===== src/rtl/pcfc_pkg.sv =====
// shared types and constants of the periodic command frame composer
package pcfc_pkg;

    localparam logic [6:0] THROTTLE_MAX    = 7'd100;
    localparam logic [7:0] DEFAULT_MODULUS = 8'd16;
    localparam logic [7:0] DEFAULT_PERIOD  = 8'd1;
    localparam int unsigned DIV_STEPS      = 8;

    localparam logic [1:0] REG_MIN_PERIOD  = 2'd0;
    localparam logic [1:0] REG_ON_CHANGE   = 2'd1;
    localparam logic [1:0] REG_ALIVE_MOD   = 2'd2;

    typedef struct packed {
        logic start;
        logic div_step;
        logic load_out;
    } dp_cmd_t;

    typedef struct packed {
        logic emit;
    } dp_status_t;

endpackage


===== src/rtl/pcfc_ctrl.sv =====
// controller: beat acceptance, modulo sequencing and output slot
module pcfc_ctrl (
    input  logic                clk,
    input  logic                rst_n,
    input  logic                in_valid,
    output logic                in_ready,
    output logic                out_valid,
    input  logic                out_ready,
    input  pcfc_pkg::dp_status_t status,
    output pcfc_pkg::dp_cmd_t    cmd
);

    typedef enum logic [1:0] {
        ST_IDLE,
        ST_DIV,
        ST_HOLD
    } state_t;

    state_t      state_reg, state_next;
    logic [2:0]  step_reg, step_next;
    logic        out_valid_reg, out_valid_next;
    logic        slot_free;
    logic        accept;

    assign in_ready  = (state_reg == ST_IDLE);
    assign out_valid = out_valid_reg;
    assign accept    = in_valid && in_ready;
    assign slot_free = !out_valid_reg || out_ready;

    always_comb
    begin
        state_next     = state_reg;
        step_next      = step_reg;
        out_valid_next = out_valid_reg;
        cmd            = '0;
        if (out_valid_reg && out_ready)
        begin
            out_valid_next = 1'b0;
        end
        case (state_reg)
            ST_IDLE:
            begin
                cmd.start = accept;
                if (accept && status.emit)
                begin
                    state_next = ST_DIV;
                    step_next  = '0;
                end
            end
            ST_DIV:
            begin
                cmd.div_step = 1'b1;
                step_next    = step_reg + 3'd1;
                if (step_reg == 3'(pcfc_pkg::DIV_STEPS - 1))
                begin
                    state_next = ST_HOLD;
                end
            end
            ST_HOLD:
            begin
                if (slot_free)
                begin
                    cmd.load_out   = 1'b1;
                    out_valid_next = 1'b1;
                    state_next     = ST_IDLE;
                end
            end
            default:
            begin
                state_next = ST_IDLE;
            end
        endcase
    end

    always_ff @(posedge clk or negedge rst_n)
    begin
        if (!rst_n)
        begin
            state_reg     <= ST_IDLE;
            step_reg      <= '0;
            out_valid_reg <= 1'b0;
        end
        else
        begin
            state_reg     <= state_next;
            step_reg      <= step_next;
            out_valid_reg <= out_valid_next;
        end
    end

endmodule


===== src/rtl/pcfc_dp.sv =====
// datapath: registers, tick budget, change compare, remainder unit, frame register
module pcfc_dp (
    input  logic                 clk,
    input  logic                 rst_n,
    input  logic                 cfg_write_en,
    input  logic [1:0]           cfg_index,
    input  logic [7:0]           cfg_wdata,
    input  logic                 sample_valid,
    input  logic [7:0]           throttle_pct,
    input  logic [3:0]           gear_code,
    input  logic [3:0]           mode_code,
    input  logic [7:0]           flag_bits,
    input  logic                 brake_on,
    input  logic                 sink_accepts,
    input  pcfc_pkg::dp_cmd_t    cmd,
    output pcfc_pkg::dp_status_t status,
    output logic [6:0]           throttle_out,
    output logic [3:0]           gear_out,
    output logic [3:0]           mode_out,
    output logic                 brake_out,
    output logic [7:0]           alive_out
);

    logic [7:0] min_period_reg;
    logic       on_change_reg;
    logic [7:0] alive_mod_reg;

    logic [7:0] budget_reg;
    logic [7:0] alive_cnt_reg;
    logic       have_prev_reg;
    logic [7:0] prev_thr_reg;
    logic [3:0] prev_gear_reg;
    logic [3:0] prev_mode_reg;
    logic [7:0] prev_flags_reg;
    logic       prev_brake_reg;

    logic [6:0] thr_reg;
    logic [3:0] gear_reg;
    logic [3:0] mode_reg;
    logic       brake_reg;
    logic [7:0] dvd_reg;
    logic [7:0] divisor_reg;
    logic [7:0] rem_reg;

    logic [6:0] thr_out_reg;
    logic [3:0] gear_out_reg;
    logic [3:0] mode_out_reg;
    logic       brake_out_reg;
    logic [7:0] alive_out_reg;

    logic [7:0] period_m1;
    logic [7:0] modulus;
    logic       qualify;
    logic       same;
    logic       emit;
    logic [8:0] trial;
    logic       fits;
    logic [7:0] rem_next;

    assign period_m1 = (min_period_reg == 8'd0) ? 8'd0 : (min_period_reg - 8'd1);
    assign modulus   = (alive_mod_reg == 8'd0) ? pcfc_pkg::DEFAULT_MODULUS : alive_mod_reg;
    assign qualify   = (budget_reg >= period_m1);
    assign same      = have_prev_reg && (throttle_pct == prev_thr_reg)
                       && (gear_code == prev_gear_reg) && (mode_code == prev_mode_reg)
                       && (flag_bits == prev_flags_reg) && (brake_on == prev_brake_reg);
    assign emit      = qualify && sample_valid && !(on_change_reg && same);
    assign status.emit = emit;

    // one quotient bit per step, only the remainder is kept
    assign trial    = {rem_reg, dvd_reg[7]};
    assign fits     = (trial >= {1'b0, divisor_reg});
    assign rem_next = fits ? 8'(trial - {1'b0, divisor_reg}) : trial[7:0];

    always_ff @(posedge clk or negedge rst_n)
    begin
        if (!rst_n)
        begin
            min_period_reg <= pcfc_pkg::DEFAULT_PERIOD;
            on_change_reg  <= 1'b0;
            alive_mod_reg  <= pcfc_pkg::DEFAULT_MODULUS;
            budget_reg     <= '0;
            alive_cnt_reg  <= '0;
            have_prev_reg  <= 1'b0;
            prev_thr_reg   <= '0;
            prev_gear_reg  <= '0;
            prev_mode_reg  <= '0;
            prev_flags_reg <= '0;
            prev_brake_reg <= 1'b0;
        end
        else
        begin
            if (cfg_write_en)
            begin
                case (cfg_index)
                    pcfc_pkg::REG_MIN_PERIOD: min_period_reg <= cfg_wdata;
                    pcfc_pkg::REG_ON_CHANGE:  on_change_reg  <= cfg_wdata[0];
                    pcfc_pkg::REG_ALIVE_MOD:  alive_mod_reg  <= cfg_wdata;
                    default:                  ;
                endcase
            end
            if (cmd.start)
            begin
                budget_reg <= qualify ? 8'd0 : (budget_reg + 8'd1);
                if (emit && sink_accepts)
                begin
                    alive_cnt_reg  <= alive_cnt_reg + 8'd1;
                    have_prev_reg  <= 1'b1;
                    prev_thr_reg   <= throttle_pct;
                    prev_gear_reg  <= gear_code;
                    prev_mode_reg  <= mode_code;
                    prev_flags_reg <= flag_bits;
                    prev_brake_reg <= brake_on;
                end
            end
        end
    end

    always_ff @(posedge clk)
    begin
        if (cmd.start)
        begin
            thr_reg     <= (throttle_pct > {1'b0, pcfc_pkg::THROTTLE_MAX})
                           ? pcfc_pkg::THROTTLE_MAX : throttle_pct[6:0];
            gear_reg    <= gear_code;
            mode_reg    <= mode_code;
            brake_reg   <= brake_on;
            dvd_reg     <= alive_cnt_reg;
            divisor_reg <= modulus;
            rem_reg     <= '0;
        end
        else if (cmd.div_step)
        begin
            rem_reg <= rem_next;
            dvd_reg <= {dvd_reg[6:0], 1'b0};
        end
        if (cmd.load_out)
        begin
            thr_out_reg   <= thr_reg;
            gear_out_reg  <= gear_reg;
            mode_out_reg  <= mode_reg;
            brake_out_reg <= brake_reg;
            alive_out_reg <= rem_reg;
        end
    end

    assign throttle_out = thr_out_reg;
    assign gear_out     = gear_out_reg;
    assign mode_out     = mode_out_reg;
    assign brake_out    = brake_out_reg;
    assign alive_out    = alive_out_reg;

endmodule


===== src/rtl/periodic_command_frame_composer.sv =====
// top level of the periodic command frame composer
// One input beat is one scheduler tick. A tick that sends no frame leaves the block
// in idle, ready for the next tick. A tick that sends a frame is taken from idle,
// then the bit-serial remainder unit reduces the alive counter by the modulus, and
// then the frame is loaded into the output register; the load waits while an earlier
// frame is still unclaimed. A new tick can be taken while a finished frame waits at
// the output. Configuration writes are registered and should be made only while the
// block is idle.
module periodic_command_frame_composer (
    input  logic       clk,
    input  logic       rst_n,
    input  logic       cfg_write_en,
    input  logic [1:0] cfg_index,
    input  logic [7:0] cfg_wdata,
    input  logic       in_valid,
    output logic       in_ready,
    input  logic       sample_valid,
    input  logic [7:0] throttle_pct,
    input  logic [3:0] gear_code,
    input  logic [3:0] mode_code,
    input  logic [7:0] flag_bits,
    input  logic       brake_on,
    input  logic       sink_accepts,
    output logic       out_valid,
    input  logic       out_ready,
    output logic [6:0] throttle_out,
    output logic [3:0] gear_out,
    output logic [3:0] mode_out,
    output logic       brake_out,
    output logic [7:0] alive_out
);

    pcfc_pkg::dp_cmd_t    cmd;
    pcfc_pkg::dp_status_t status;

    pcfc_ctrl u_ctrl (
        .clk       (clk),
        .rst_n     (rst_n),
        .in_valid  (in_valid),
        .in_ready  (in_ready),
        .out_valid (out_valid),
        .out_ready (out_ready),
        .status    (status),
        .cmd       (cmd)
    );

    pcfc_dp u_dp (
        .clk          (clk),
        .rst_n        (rst_n),
        .cfg_write_en (cfg_write_en),
        .cfg_index    (cfg_index),
        .cfg_wdata    (cfg_wdata),
        .sample_valid (sample_valid),
        .throttle_pct (throttle_pct),
        .gear_code    (gear_code),
        .mode_code    (mode_code),
        .flag_bits    (flag_bits),
        .brake_on     (brake_on),
        .sink_accepts (sink_accepts),
        .cmd          (cmd),
        .status       (status),
        .throttle_out (throttle_out),
        .gear_out     (gear_out),
        .mode_out     (mode_out),
        .brake_out    (brake_out),
        .alive_out    (alive_out)
    );

endmodule


===== config.mk =====
export PLATFORM = sky130hd
export DESIGN_NAME = periodic_command_frame_composer
export DESIGN_NICKNAME = d
export VERILOG_FILES = /design/src/rtl/pcfc_pkg.sv /design/src/rtl/pcfc_ctrl.sv /design/src/rtl/pcfc_dp.sv /design/src/rtl/periodic_command_frame_composer.sv
export SDC_FILE = /design/constraint.sdc
export NUM_CORES = 1
export LEC_CHECK = 0
export CELL_PAD_IN_SITES_DETAIL_PLACEMENT = 1
export CELL_PAD_IN_SITES_GLOBAL_PLACEMENT = 1
export CORE_MARGIN = 1.5
export CORE_UTILIZATION = 55
export DETAILED_ROUTE_END_ITERATION = 8
export DONT_BUFFER_PORTS = 1
export HOLD_SLACK_MARGIN = 0.02
export PLACE_DENSITY = 0.92
export SYNTH_ARGS = -nofsm -noshare
export SYNTH_HDL_FRONTEND = slang
export SYNTH_SLANG_ARGS = --single-unit

===== constraint.sdc =====
create_clock -name clk -period 10.8 [get_ports clk]
set_clock_uncertainty 0.2 [all_clocks]
set_input_delay 0.54 -clock clk [delete_from_list [all_inputs] [get_ports clk]]
set_output_delay 0.54 -clock clk [all_outputs]
set_load 0.1 [all_outputs]

## Word level (Yosys, flattened, before mapping)

Index checks and enable logic that the tools add are counted.

| storage, ports and cells | value |
|---|---|
| RAM bits | 0 |
| register bits after elaboration | 129 |
| input port bits | 42 |
| memories kept | 0 |
| memory bits (read-only) | 0 |
| latch bits | 0 |
| output and inout bits | 26 |

| cells by class | value |
|---|---|
| bitwise gates (word level) | 0 |
| order comparisons | 3 |
| multipliers | 0 |
| reduce and logical (&&, ||, !) cells | 27 |
| divide/modulo/power cells | 0 |
| $add $sub $neg | 5 |
| shifts and indexed selects | 0 |
| muxes and demuxes | 18 |
| equality and inequality tests | 13 |

Operators with widths:

| operator | count |
|---|---|
| $mux 8 | 5 |
| $add 8x1->8 const B | 2 |
| $eq 8x8->1 | 2 |
| $logic_not 8->1 | 2 |
| $logic_and 1x1->1 | 12 |
| $reduce_and 2->1 | 5 |
| $ge 9x8->1 | 1 |
| $eq 4x4->1 | 2 |
| $ge 8x8->1 | 1 |
| $gt 8x7->1 const B | 1 |
| $sub 8x1->8 const B | 1 |
| $sub 8x8->8 | 1 |
| $mux 1 | 7 |
| $mux 2 | 3 |
| $pmux 2 s3 | 1 |
| $pmux 3 s2 | 1 |
| $eq 2x1->1 const B | 2 |
| $eq 2x2->1 const B | 2 |
| $logic_not 2->1 | 2 |
| $ne 2x1->1 const B | 2 |
| $reduce_bool 2->1 | 2 |
| $add 3x1->3 const B | 1 |
| $eq 3x3->1 const B | 1 |
| $mux 3 | 1 |
| 5 further kinds | 6 |

## Longest topological paths before layout

Gate-level depths: netlist of the first run.

| depth | value |
|---|---|
| depth after elaboration | 12 |
| gate-level depth with buffers | 14 |

## By module

From an unflattened synthesis of the first run, not the netlist that was laid out.

| unflattened totals | value |
|---|---|
| cell total of the unflattened synthesis | 456 |
| area, all modules | 6018.3 µm² |

By module, submodules not included:

| module | area an instance (µm²) | sequential area each (µm²) | cells each | instances |
|---|---|---|---|---|
| pcfc_dp | 5695.5 | 3320.7 | 426 | 1 |
| pcfc_ctrl | 322.8 | 150.1 | 30 | 1 |

## Least setup slack after synthesis of the first run

No wires, ideal clock.

| timing path | value |
|---|---|
| path type | reg-to-reg |
| from | register u_ctrl.state_reg[1] |
| to | register u_dp.budget_reg[0] |
| required time | 10514 ps |
| setup slack | 7001 ps |
| arrival | 3513 ps |
| cell stages (with the launch flop) | 7 |
| period minus slack after synthesis | 3799 ps |
| cells stage by stage | dfrtp_1 > nor2_1 > nand2_1 > inv_1 > buf_1 > nand2_1 > o21ai_0 |

RTL lines:

| what | RTL line | RTL |
|---|---|---|
| start, declared | pcfc_ctrl.sv:19 | `state_t state_reg, state_next;` |
| start signal, assigned | pcfc_ctrl.sv:85 | `state_reg <= state_next;` |
| end signal, assigned | pcfc_dp.sv:103 | `budget_reg <= qualify ? 8'd0 : (budget_reg + 8'd1);` |
| end, declared | pcfc_dp.sv:28 | `logic [7:0] budget_reg;` |

## Final worst setup path of the first run

| timing path | value |
|---|---|
| from | register u_dp.min_period_reg[1] |
| to | register u_dp.prev_mode_reg[2] |

| between the ends | value |
|---|---|
| longest elaborated chain between the ends | 7 |
| elaborated cells between the ends (all ways) | 8 |

RTL lines:

| what | RTL line | RTL |
|---|---|---|
| start, declared | pcfc_dp.sv:24 | `logic [7:0] min_period_reg;` |
| start signal, assigned | pcfc_dp.sv:78 | `min_period_reg <= pcfc_pkg::DEFAULT_PERIOD;` |
| start signal, assigned | pcfc_dp.sv:95 | `pcfc_pkg::REG_MIN_PERIOD: min_period_reg <= cfg_wdata;` |
| $sub 8x1->8 or $logic_not 8->1 (tied branches) | pcfc_dp.sv:60 | `assign period_m1 = (min_period_reg == 8'd0) ? 8'd0 : (min_period_reg - 8'd1);` |
| $mux 8 (*) | pcfc_dp.sv:60 |  |
| $ge 8x8->1 (*) | pcfc_dp.sv:62 | `assign qualify = (budget_reg >= period_m1);` |
| $logic_and 1x1->1 (*) (2 in a row) | pcfc_dp.sv:66 | `assign emit = qualify && sample_valid && !(on_change_reg && same);` |
| $logic_and 1x1->1 (*) | pcfc_dp.sv:104 | `if (emit && sink_accepts)` |
| $reduce_and 2->1 (no line) (*) | n/a |  |
| end signal, assigned | pcfc_dp.sv:110 | `prev_mode_reg <= mode_code;` |
| end, declared | pcfc_dp.sv:33 | `logic [3:0] prev_mode_reg;` |

Every way passes the cells marked *; elsewhere a longest branch is shown, timed or not.
A chain may end at the register's enable or synchronous reset.

==> results of run 1 <==
-- metrics by stage --
stage | instance area [um2] | instances | hold slack, ns | util [%]
after floorplan | 5920 | 471 | 0.0444 | -
after global placement | 6060 | 598 | 0.0460 | 58.4
after detailed placement | 6060 | 598 | 0.0456 | 58.4
after CTS | 7050 | 666 | 0.0212 | 68.0
after global routing | 7050 | 666 | 0.0249 | 68.0
final | 7050 | 666 | 0.0260 | 68.0
-- cell type report --
| type | count | area (um2) |
|---|---|---|
| sequential | 129 | 3470 |
| inverter | 20 | 75.1 |
| multi-input combinational | 308 | 2310 |
| clock inverter | 10 | 159 |
| timing repair buffer | 41 | 415 |
| tap | 136 | 170 |
| fill | 987 | 3320 |
| clock buffer | 22 | 453 |
-- kinds of logic (layout without fill, tap and decap cells) --
family | count (synthesis) | count (layout)
adder cells (fa/ha/maj) | 22 | 22
flip-flops | 129 | 129
AO/OA/AOI/OAI | 60 | 60
buffers and inverters | 34 | 93
multiplexers | 43 | 43
AND/OR/NAND/NOR | 145 | 145
XOR/XNOR | 38 | 38
-- worst register-to-register path, cell delays in order (launching register included) --
cell and delay [ns]:
dfrtp_1 0.41, inv_1 0.11, ha_1 0.18, nor2b_1 0.38, nand3b_1 0.26, or3_1 0.46
and2_1 0.21, ha_1 0.28, nand2b_1 0.16, a2111oi_0 0.45, a21oi_1 0.14, a31oi_2 0.59
nor3_4 0.08, buf_4 0.30, mux2_4 0.38
-- power by group through the flow --
stage               Sequential, mW  Combinational, mW  Clock [mW]
floorplan                    0.717              0.305           0
global placement             0.735              0.346           0
global route                 0.767              0.498       0.633
CTS                          0.747              0.434       0.605
finish                       0.759              0.466       0.614
detailed placement           0.746              0.385           0
-- routing by layer --
metal  global-route usage, %  share of wire (%)  vias to the layer above
li1                        -                  -                     1775
met1                    41.9                 38                     2184
met2                    58.8                 51                      229
met3                    9.73                6.1                       80
met4                    18.5                5.0                        0
met5                       0                  0                        -
-- cells in the final DEF (no fill, tap or decap), drive strengths merged, types with 8 or more instances in the layout --
| cell | instances |
|---|---|
| inv | 20 |
| mux2 | 42 |
| xor2 | 28 |
| xnor2 | 10 |
| clkbuf | 22 |
| dfxtp | 8 |
| ha | 21 |
| nor2 | 17 |
| nor3 | 9 |
| a21oi | 9 |
| o21ai | 21 |
| nor2b | 9 |
| dfrtp | 63 |
| dlygate4sd3 | 35 |
| nor4 | 10 |
| nand2 | 55 |
| edfxtp | 56 |
-- worst max path at each step --
stage / from / endpoint / slack, ns / cells after the start
after global placement: u_dp.min_period_reg[0]$_DFFE_PN1P_ / u_dp.prev_gear_reg[2]$_DFFE_PN0P_ / 6.84 / 14
after floorplan: u_ctrl.state_reg[1]$_DFFE_PN0P_ / u_dp.budget_reg[0]$_DFFE_PN0P_ / 7.00 / 6
after CTS: u_dp.min_period_reg[1]$_DFFE_PN0P_ / u_dp.prev_flags_reg[0]$_DFFE_PN0P_ / 6.39 / 14
after detailed placement: u_dp.min_period_reg[1]$_DFFE_PN0P_ / u_dp.prev_thr_reg[6]$_DFFE_PN0P_ / 6.54 / 14
final: u_dp.min_period_reg[1]$_DFFE_PN0P_ / u_dp.prev_mode_reg[2]$_DFFE_PN0P_ / 6.11 / 14
after global routing: u_dp.min_period_reg[1]$_DFFE_PN0P_ / u_dp.prev_flags_reg[5]$_DFFE_PN0P_ / 5.93 / 14
==> impl_metrics.env, run 1 <==
export IMPL_status="finished clean"
export IMPL_yosys_warnings=0
export IMPL_cts_sinks=129
export IMPL_yosys_area_share_xor_xnor_pct=5.63
export IMPL_clk_latency_ns=0.55
export IMPL_cpLargestDelayFamily="simple AND/OR/NAND/NOR gates"
export IMPL_hold_viol=0
export IMPL_grt_overflow=0
export IMPL_async_flop_share_pct=50.4
export IMPL_io_buffers=0
export IMPL_path_common_cell="ha_1"
export IMPL_synth_area_top_cells="edfxtp_1 28%, dfrtp_1 27%, mux2_4 4.6%, mux2_2 4.6%, ha_1 4.4%"
export IMPL_swShare_pct=33.9
export IMPL_min_to="u_dp.thr_reg[0]$_SDFFCE_PN0P_"
export IMPL_netlist_instances=471
export IMPL_holdCritPathClass="input pin to flip-flop"
export IMPL_synth_edf_count=56
export IMPL_synthFlopType="dfrtp_1"
export IMPL_fmax_mhz=213
export IMPL_arrival_ns=4.92
export IMPL_drive_above_1_share_pct=16.6
export IMPL_cts_root_buf="clkbuf_8"
export IMPL_die_h_um=107
export IMPL_antenna_left=0
export IMPL_antenna_found_initial=0
export IMPL_wl_per_cell_um=27.7
export IMPL_relSlewSlack_pct=35.4
export IMPL_synth_fp_nets=535
export IMPL_synth_fa_ha_area_share_pct=4.78
export IMPL_drv_cap=0
export IMPL_cts_made_buffers=17
export IMPL_cts_hold_buf=36
export IMPL_crit_buf_inv=2
export IMPL_die_area_mm2=0.0114
export IMPL_worst_setup_path_start_kind="flip-flop"
export IMPL_grt_pass1_wl_um=28900
export IMPL_pwr_share_seq_pct=41.3
export IMPL_switchingPower_mw=0.623
export IMPL_reg2reg_slack_ns=6.11
export IMPL_synth_top_area_share_pct=28.4
export IMPL_yosysMostFrequentCell="dfrtp_1"
export IMPL_max_stage_delay_ns=0.59
export IMPL_cp_max_fo=28
export IMPL_holdPathStages=1
export IMPL_routed_via_density=6.41
export IMPL_hp_start="throttle_pct[0]"
export IMPL_synth_simple_area_share_pct=12.3
export IMPL_pre_cts_ws_ns=6.54
export IMPL_peakVddDrop_v=0.000145
export IMPL_worst_ep_required_time_ns=11.03
export IMPL_cts_tree="yes"
export IMPL_grt_pass1_vias=4758
export IMPL_slew_violations=0
export IMPL_grtUsageTotal_pct=35.4
export IMPL_worst_pin_slew_ns=0.967
export IMPL_synthDistinctLibCells=50
export IMPL_nNetsFinal=581
export IMPL_combinationalPowerShare_pct=25.3
export IMPL_routed_wl_um=18400
export IMPL_fin_ws_ns=6.11
export IMPL_syn_to_final_growth_pct=19.2
export IMPL_ys_seq_elements=129
export IMPL_die_w_um=107
export IMPL_muxShareOfSynthArea_pct=9.31
export IMPL_ff2ff_path_depth=14
export IMPL_clk_path_buf_depth=2
export IMPL_first_pass_iters=5
export IMPL_avgSynthCellArea_um2=12.6
export IMPL_initial_core_util_pct=57.0
export IMPL_routabilityCongestion=0.913
export IMPL_synth_compound_area_share_pct=6.92
export IMPL_coreArea_mm2=0.0104
export IMPL_worstPathCellList="inv_1 > ha_1 > nor2b_1 > nand3b_1 > or3_1 > and2_1 > ha_1 > nand2b_1 > a2111oi_0 > a21oi_1 > a31oi_2 > nor3_4 > buf_4 > mux2_4"
export IMPL_grt_max_degree=66
export IMPL_rows=37
export IMPL_synth_common_cells="63 x dfrtp_1, 56 x edfxtp_1, 55 x nand2_1, 28 x xor2_1, 24 x mux2_2"
export IMPL_antenna_cells=0
export IMPL_post_cts_resized=0
export IMPL_internal_power_mw=1.22
export IMPL_rsz0062_at_grt="no"
export IMPL_dr_first_iter_drc_count=298
export IMPL_clk_pin_slew_ns=0.07
export IMPL_worst_r2r_endpoint="u_dp.prev_mode_reg[2]$_DFFE_PN0P_"
export IMPL_ioPinCount=68
export IMPL_syn_area_mm2=0.00592
export IMPL_htreeDepth=4
export IMPL_min_period_ns=4.69
export IMPL_period_share_pct=43.5
export IMPL_synth_top_area_cell="edfxtp_1"
export IMPL_post_dp_hpwl_um=9230
export IMPL_finalSetupViolCount=0
export IMPL_tns_ns=0
export IMPL_post_cts_buffers=0
export IMPL_timing_rr_start="u_dp.min_period_reg[1]$_DFFE_PN0P_"
export IMPL_end_kind="flip-flop"
export IMPL_drc_errors=0
export IMPL_ys_seq_area_share_pct=58.7
export IMPL_power_leakage_nw=2.99
export IMPL_num_vias=4268
export IMPL_worstSetupPathType="flip-flop to flip-flop"
export IMPL_finalPower_mw=1.84
export IMPL_synth_top_family_by_area="simple AND/OR/NAND/NOR gates"
export IMPL_slowest_stage="a31oi_2"
export IMPL_clkPwrFrac_pct=33.4
export IMPL_power_density_mw_per_mm2=261
No activity file was read; power rests on OpenSTA's default activity.
==> inputs of run 2 (changes only) <==
--- a/config.mk
+++ b/config.mk
@@ -8,11 +8,11 @@
 export CELL_PAD_IN_SITES_DETAIL_PLACEMENT = 1
 export CELL_PAD_IN_SITES_GLOBAL_PLACEMENT = 1
 export CORE_MARGIN = 1.5
-export CORE_UTILIZATION = 55
+export CORE_UTILIZATION = 46
 export DETAILED_ROUTE_END_ITERATION = 8
 export DONT_BUFFER_PORTS = 1
 export HOLD_SLACK_MARGIN = 0.02
-export PLACE_DENSITY = 0.92
+export PLACE_DENSITY = 0.83
 export SYNTH_ARGS = -nofsm -noshare
 export SYNTH_HDL_FRONTEND = slang
 export SYNTH_SLANG_ARGS = --single-unit
==> constraint.sdc (replaced) <==
create_clock -name clk -period 3.95 [get_ports clk]
set_clock_uncertainty 0.2 [all_clocks]
set_input_delay 0.1975 -clock clk [delete_from_list [all_inputs] [get_ports clk]]
set_output_delay 0.1975 -clock clk [all_outputs]
set_load 0.1 [all_outputs]
==> impl_metrics.env, run 2 (synthesis gave the netlist of run 1 again) <==
export IMPL_num_vias=4004
export IMPL_relSlewSlack_pct=35.6
export IMPL_cts_made_buffers=17
export IMPL_wl_per_cell_um=21.6
export IMPL_first_pass_iters=4
export IMPL_grt_overflow=0
export IMPL_final_cell_mix="63 x dfrtp_1, 56 x edfxtp_1, 55 x nand2_1, 40 x dlygate4sd3_1, 28 x xor2_1"
export IMPL_clk_path_buf_depth=2
export IMPL_antenna_cells=0
export IMPL_power_leakage_nw=2.99
export IMPL_top_usage_layer="met2"
export IMPL_drive_above_1_share_pct=16.9
export IMPL_finalSetupViolCount=0
export IMPL_clk_pin_slew_ns=0.06
export IMPL_slowest_stage="a2111oi_2"
export IMPL_use_met2_pct=41.2
export IMPL_combinationalPowerShare_pct=25.2
export IMPL_period_share_pct=97.5
export IMPL_dr_first_iter_drc_count=256
export IMPL_min_period_ns=3.85
export IMPL_cts_root_buf="clkbuf_16"
export IMPL_cts_sinks=129
export IMPL_drc_errors=0
export IMPL_placed_area_mm2=0.00611
export IMPL_drv_cap=0
export IMPL_clkPwrFrac_pct=31.8
export IMPL_stdcell_count=709
export IMPL_coreArea_mm2=0.0126
export IMPL_end_kind="flip-flop"
export IMPL_switchingPower_mw=1.54
export IMPL_peakVddDrop_v=0.000343
export IMPL_met1_usage_pct=30.5
export IMPL_worst_ep_required_time_ns=4.03
export IMPL_initial_core_util_pct=47.1
export IMPL_worstPathCellList="inv_1 > ha_1 > nor2b_4 > nand3b_1 > or3_4 > and2_1 > ha_1 > nand2b_1 > a2111oi_2 > a21oi_1 > a31oi_2 > buf_4 > buf_4 > nor4_1 > xor2_1"
export IMPL_pwr_share_seq_pct=43.0
export IMPL_routed_via_density=5.65
export IMPL_tns_ns=0
export IMPL_die_w_um=116
export IMPL_routabilityCongestion=0.841
export IMPL_dp_cells=635
export IMPL_worst_pin_slew_ns=0.963
export IMPL_clk_latency_ns=0.43
export IMPL_htreeDepth=4
export IMPL_antenna_found_initial=0
export IMPL_grtUsageTotal_pct=24.8
export IMPL_finalPower_mw=4.73
export IMPL_worst_setup_path_start_kind="flip-flop"
export IMPL_stdcell_area_mm2=0.00713
export IMPL_swShare_pct=32.5
export IMPL_antenna_left=0
export IMPL_status="finished clean"
export IMPL_hold_viol=0
export IMPL_crit_buf_inv=3
export IMPL_arrival_ns=3.93
export IMPL_io_buffers=0
export IMPL_ioPinCount=68
export IMPL_cts_tree="yes"
export IMPL_fmax_mhz=260
export IMPL_internal_power_mw=3.19
export IMPL_nNetsFinal=588
export IMPL_die_h_um=116
export IMPL_worstSetupPathType="flip-flop to flip-flop"
export IMPL_holdWs_ns=0.00904
export IMPL_cpLargestDelayFamily="simple AND/OR/NAND/NOR gates"
export IMPL_die_area_mm2=0.0135
export IMPL_grt_pass1_vias=4326
export IMPL_syn_to_final_growth_pct=20.6
export IMPL_power_density_mw_per_mm2=663
export IMPL_grt_pass1_wl_um=24500
export IMPL_rows=41
export IMPL_grt_max_degree=66
export IMPL_routed_wl_um=15300
export IMPL_mostFrequentLayoutCell="dfrtp_1"
export IMPL_cp_max_fo=9
export IMPL_max_stage_delay_ns=0.40
export IMPL_slew_violations=0
export IMPL_holdCritPathClass="input pin to flip-flop"
export IMPL_use_met3_pct=5.50
export IMPL_post_dp_hpwl_um=8880
[run 2: per-layer routing]
| layer | share of wire (%) | vias to the layer above |
|---|---|---|
| li1 | - | 1790 |
| met1 | 41 | 2060 |
| met2 | 51 | 117 |
| met3 | 4.5 | 37 |
| met4 | 3.0 | 0 |
| met5 | 0 | - |
[run 2: final timing paths]
kind / to / slack, ns / startpoint / depth (start not counted)
hold / removal: u_dp.min_period_reg[1]$_DFFE_PN0P_ / 0.009 / cfg_write_en / 2
hold reg to reg: u_dp.throttle_out[0]$_DFFE_PP_ / 0.22 / u_dp.thr_reg[0]$_SDFFCE_PN0P_ / 0
setup / recovery: u_dp.alive_cnt_reg[4]$_DFFE_PN0P_ / 0.10 / u_dp.min_period_reg[0]$_DFFE_PN1P_ / 15
setup reg to reg: u_dp.alive_cnt_reg[4]$_DFFE_PN0P_ / 0.10 / u_dp.min_period_reg[0]$_DFFE_PN1P_ / 15
max in group asynchronous: u_dp.alive_mod_reg[4]$_DFFE_PN1P_ / 3.06 / rst_n / 2
min in group asynchronous: u_dp.alive_cnt_reg[2]$_DFFE_PN0P_ / 0.18 / rst_n / 2
[run 2: repair_timing]
| action | 4_1_cts | 5_1_grt |
|---|---|---|
| gates cloned | 0 | 0 |
| hold endpoints to repair | 135 | 0 |
| setup endpoints to repair | 28 | 41 |
| pin swaps | 0 | 1 |
| setup buffers | 0 | 1 |
| hold buffers | 41 | 0 |
| resized for setup | 1 | 7 |
[run 2: cell type report]
cell class                 instances  area [um2]
fill                            1243        5440
sequential                       129        3470
multi-input combinational        308        2330
timing repair buffer              48         488
clock buffer                      19         433
tap                              172         215
clock inverter                    13         120
inverter                          20        75.1
[run 2: stage by stage]
stage               util (%)  worst slack, ns
finish                  56.8            0.100
global route            56.8          -0.0110
CTS                     56.5          0.00464
detailed placement      48.6           0.0353
global placement        48.6            0.241
floorplan                  -            0.151
[run 2: power by group through the flow]
stage                     registers [mW]  logic (mW)  clock network (mW)
after CTS                           2.01        1.13                1.50
after global placement              2.01       0.966                   0
after floorplan                     1.96       0.834                   0
after global routing                2.07        1.31                1.56
final                               2.03        1.19                1.50
after detailed placement            2.03        1.04                   0
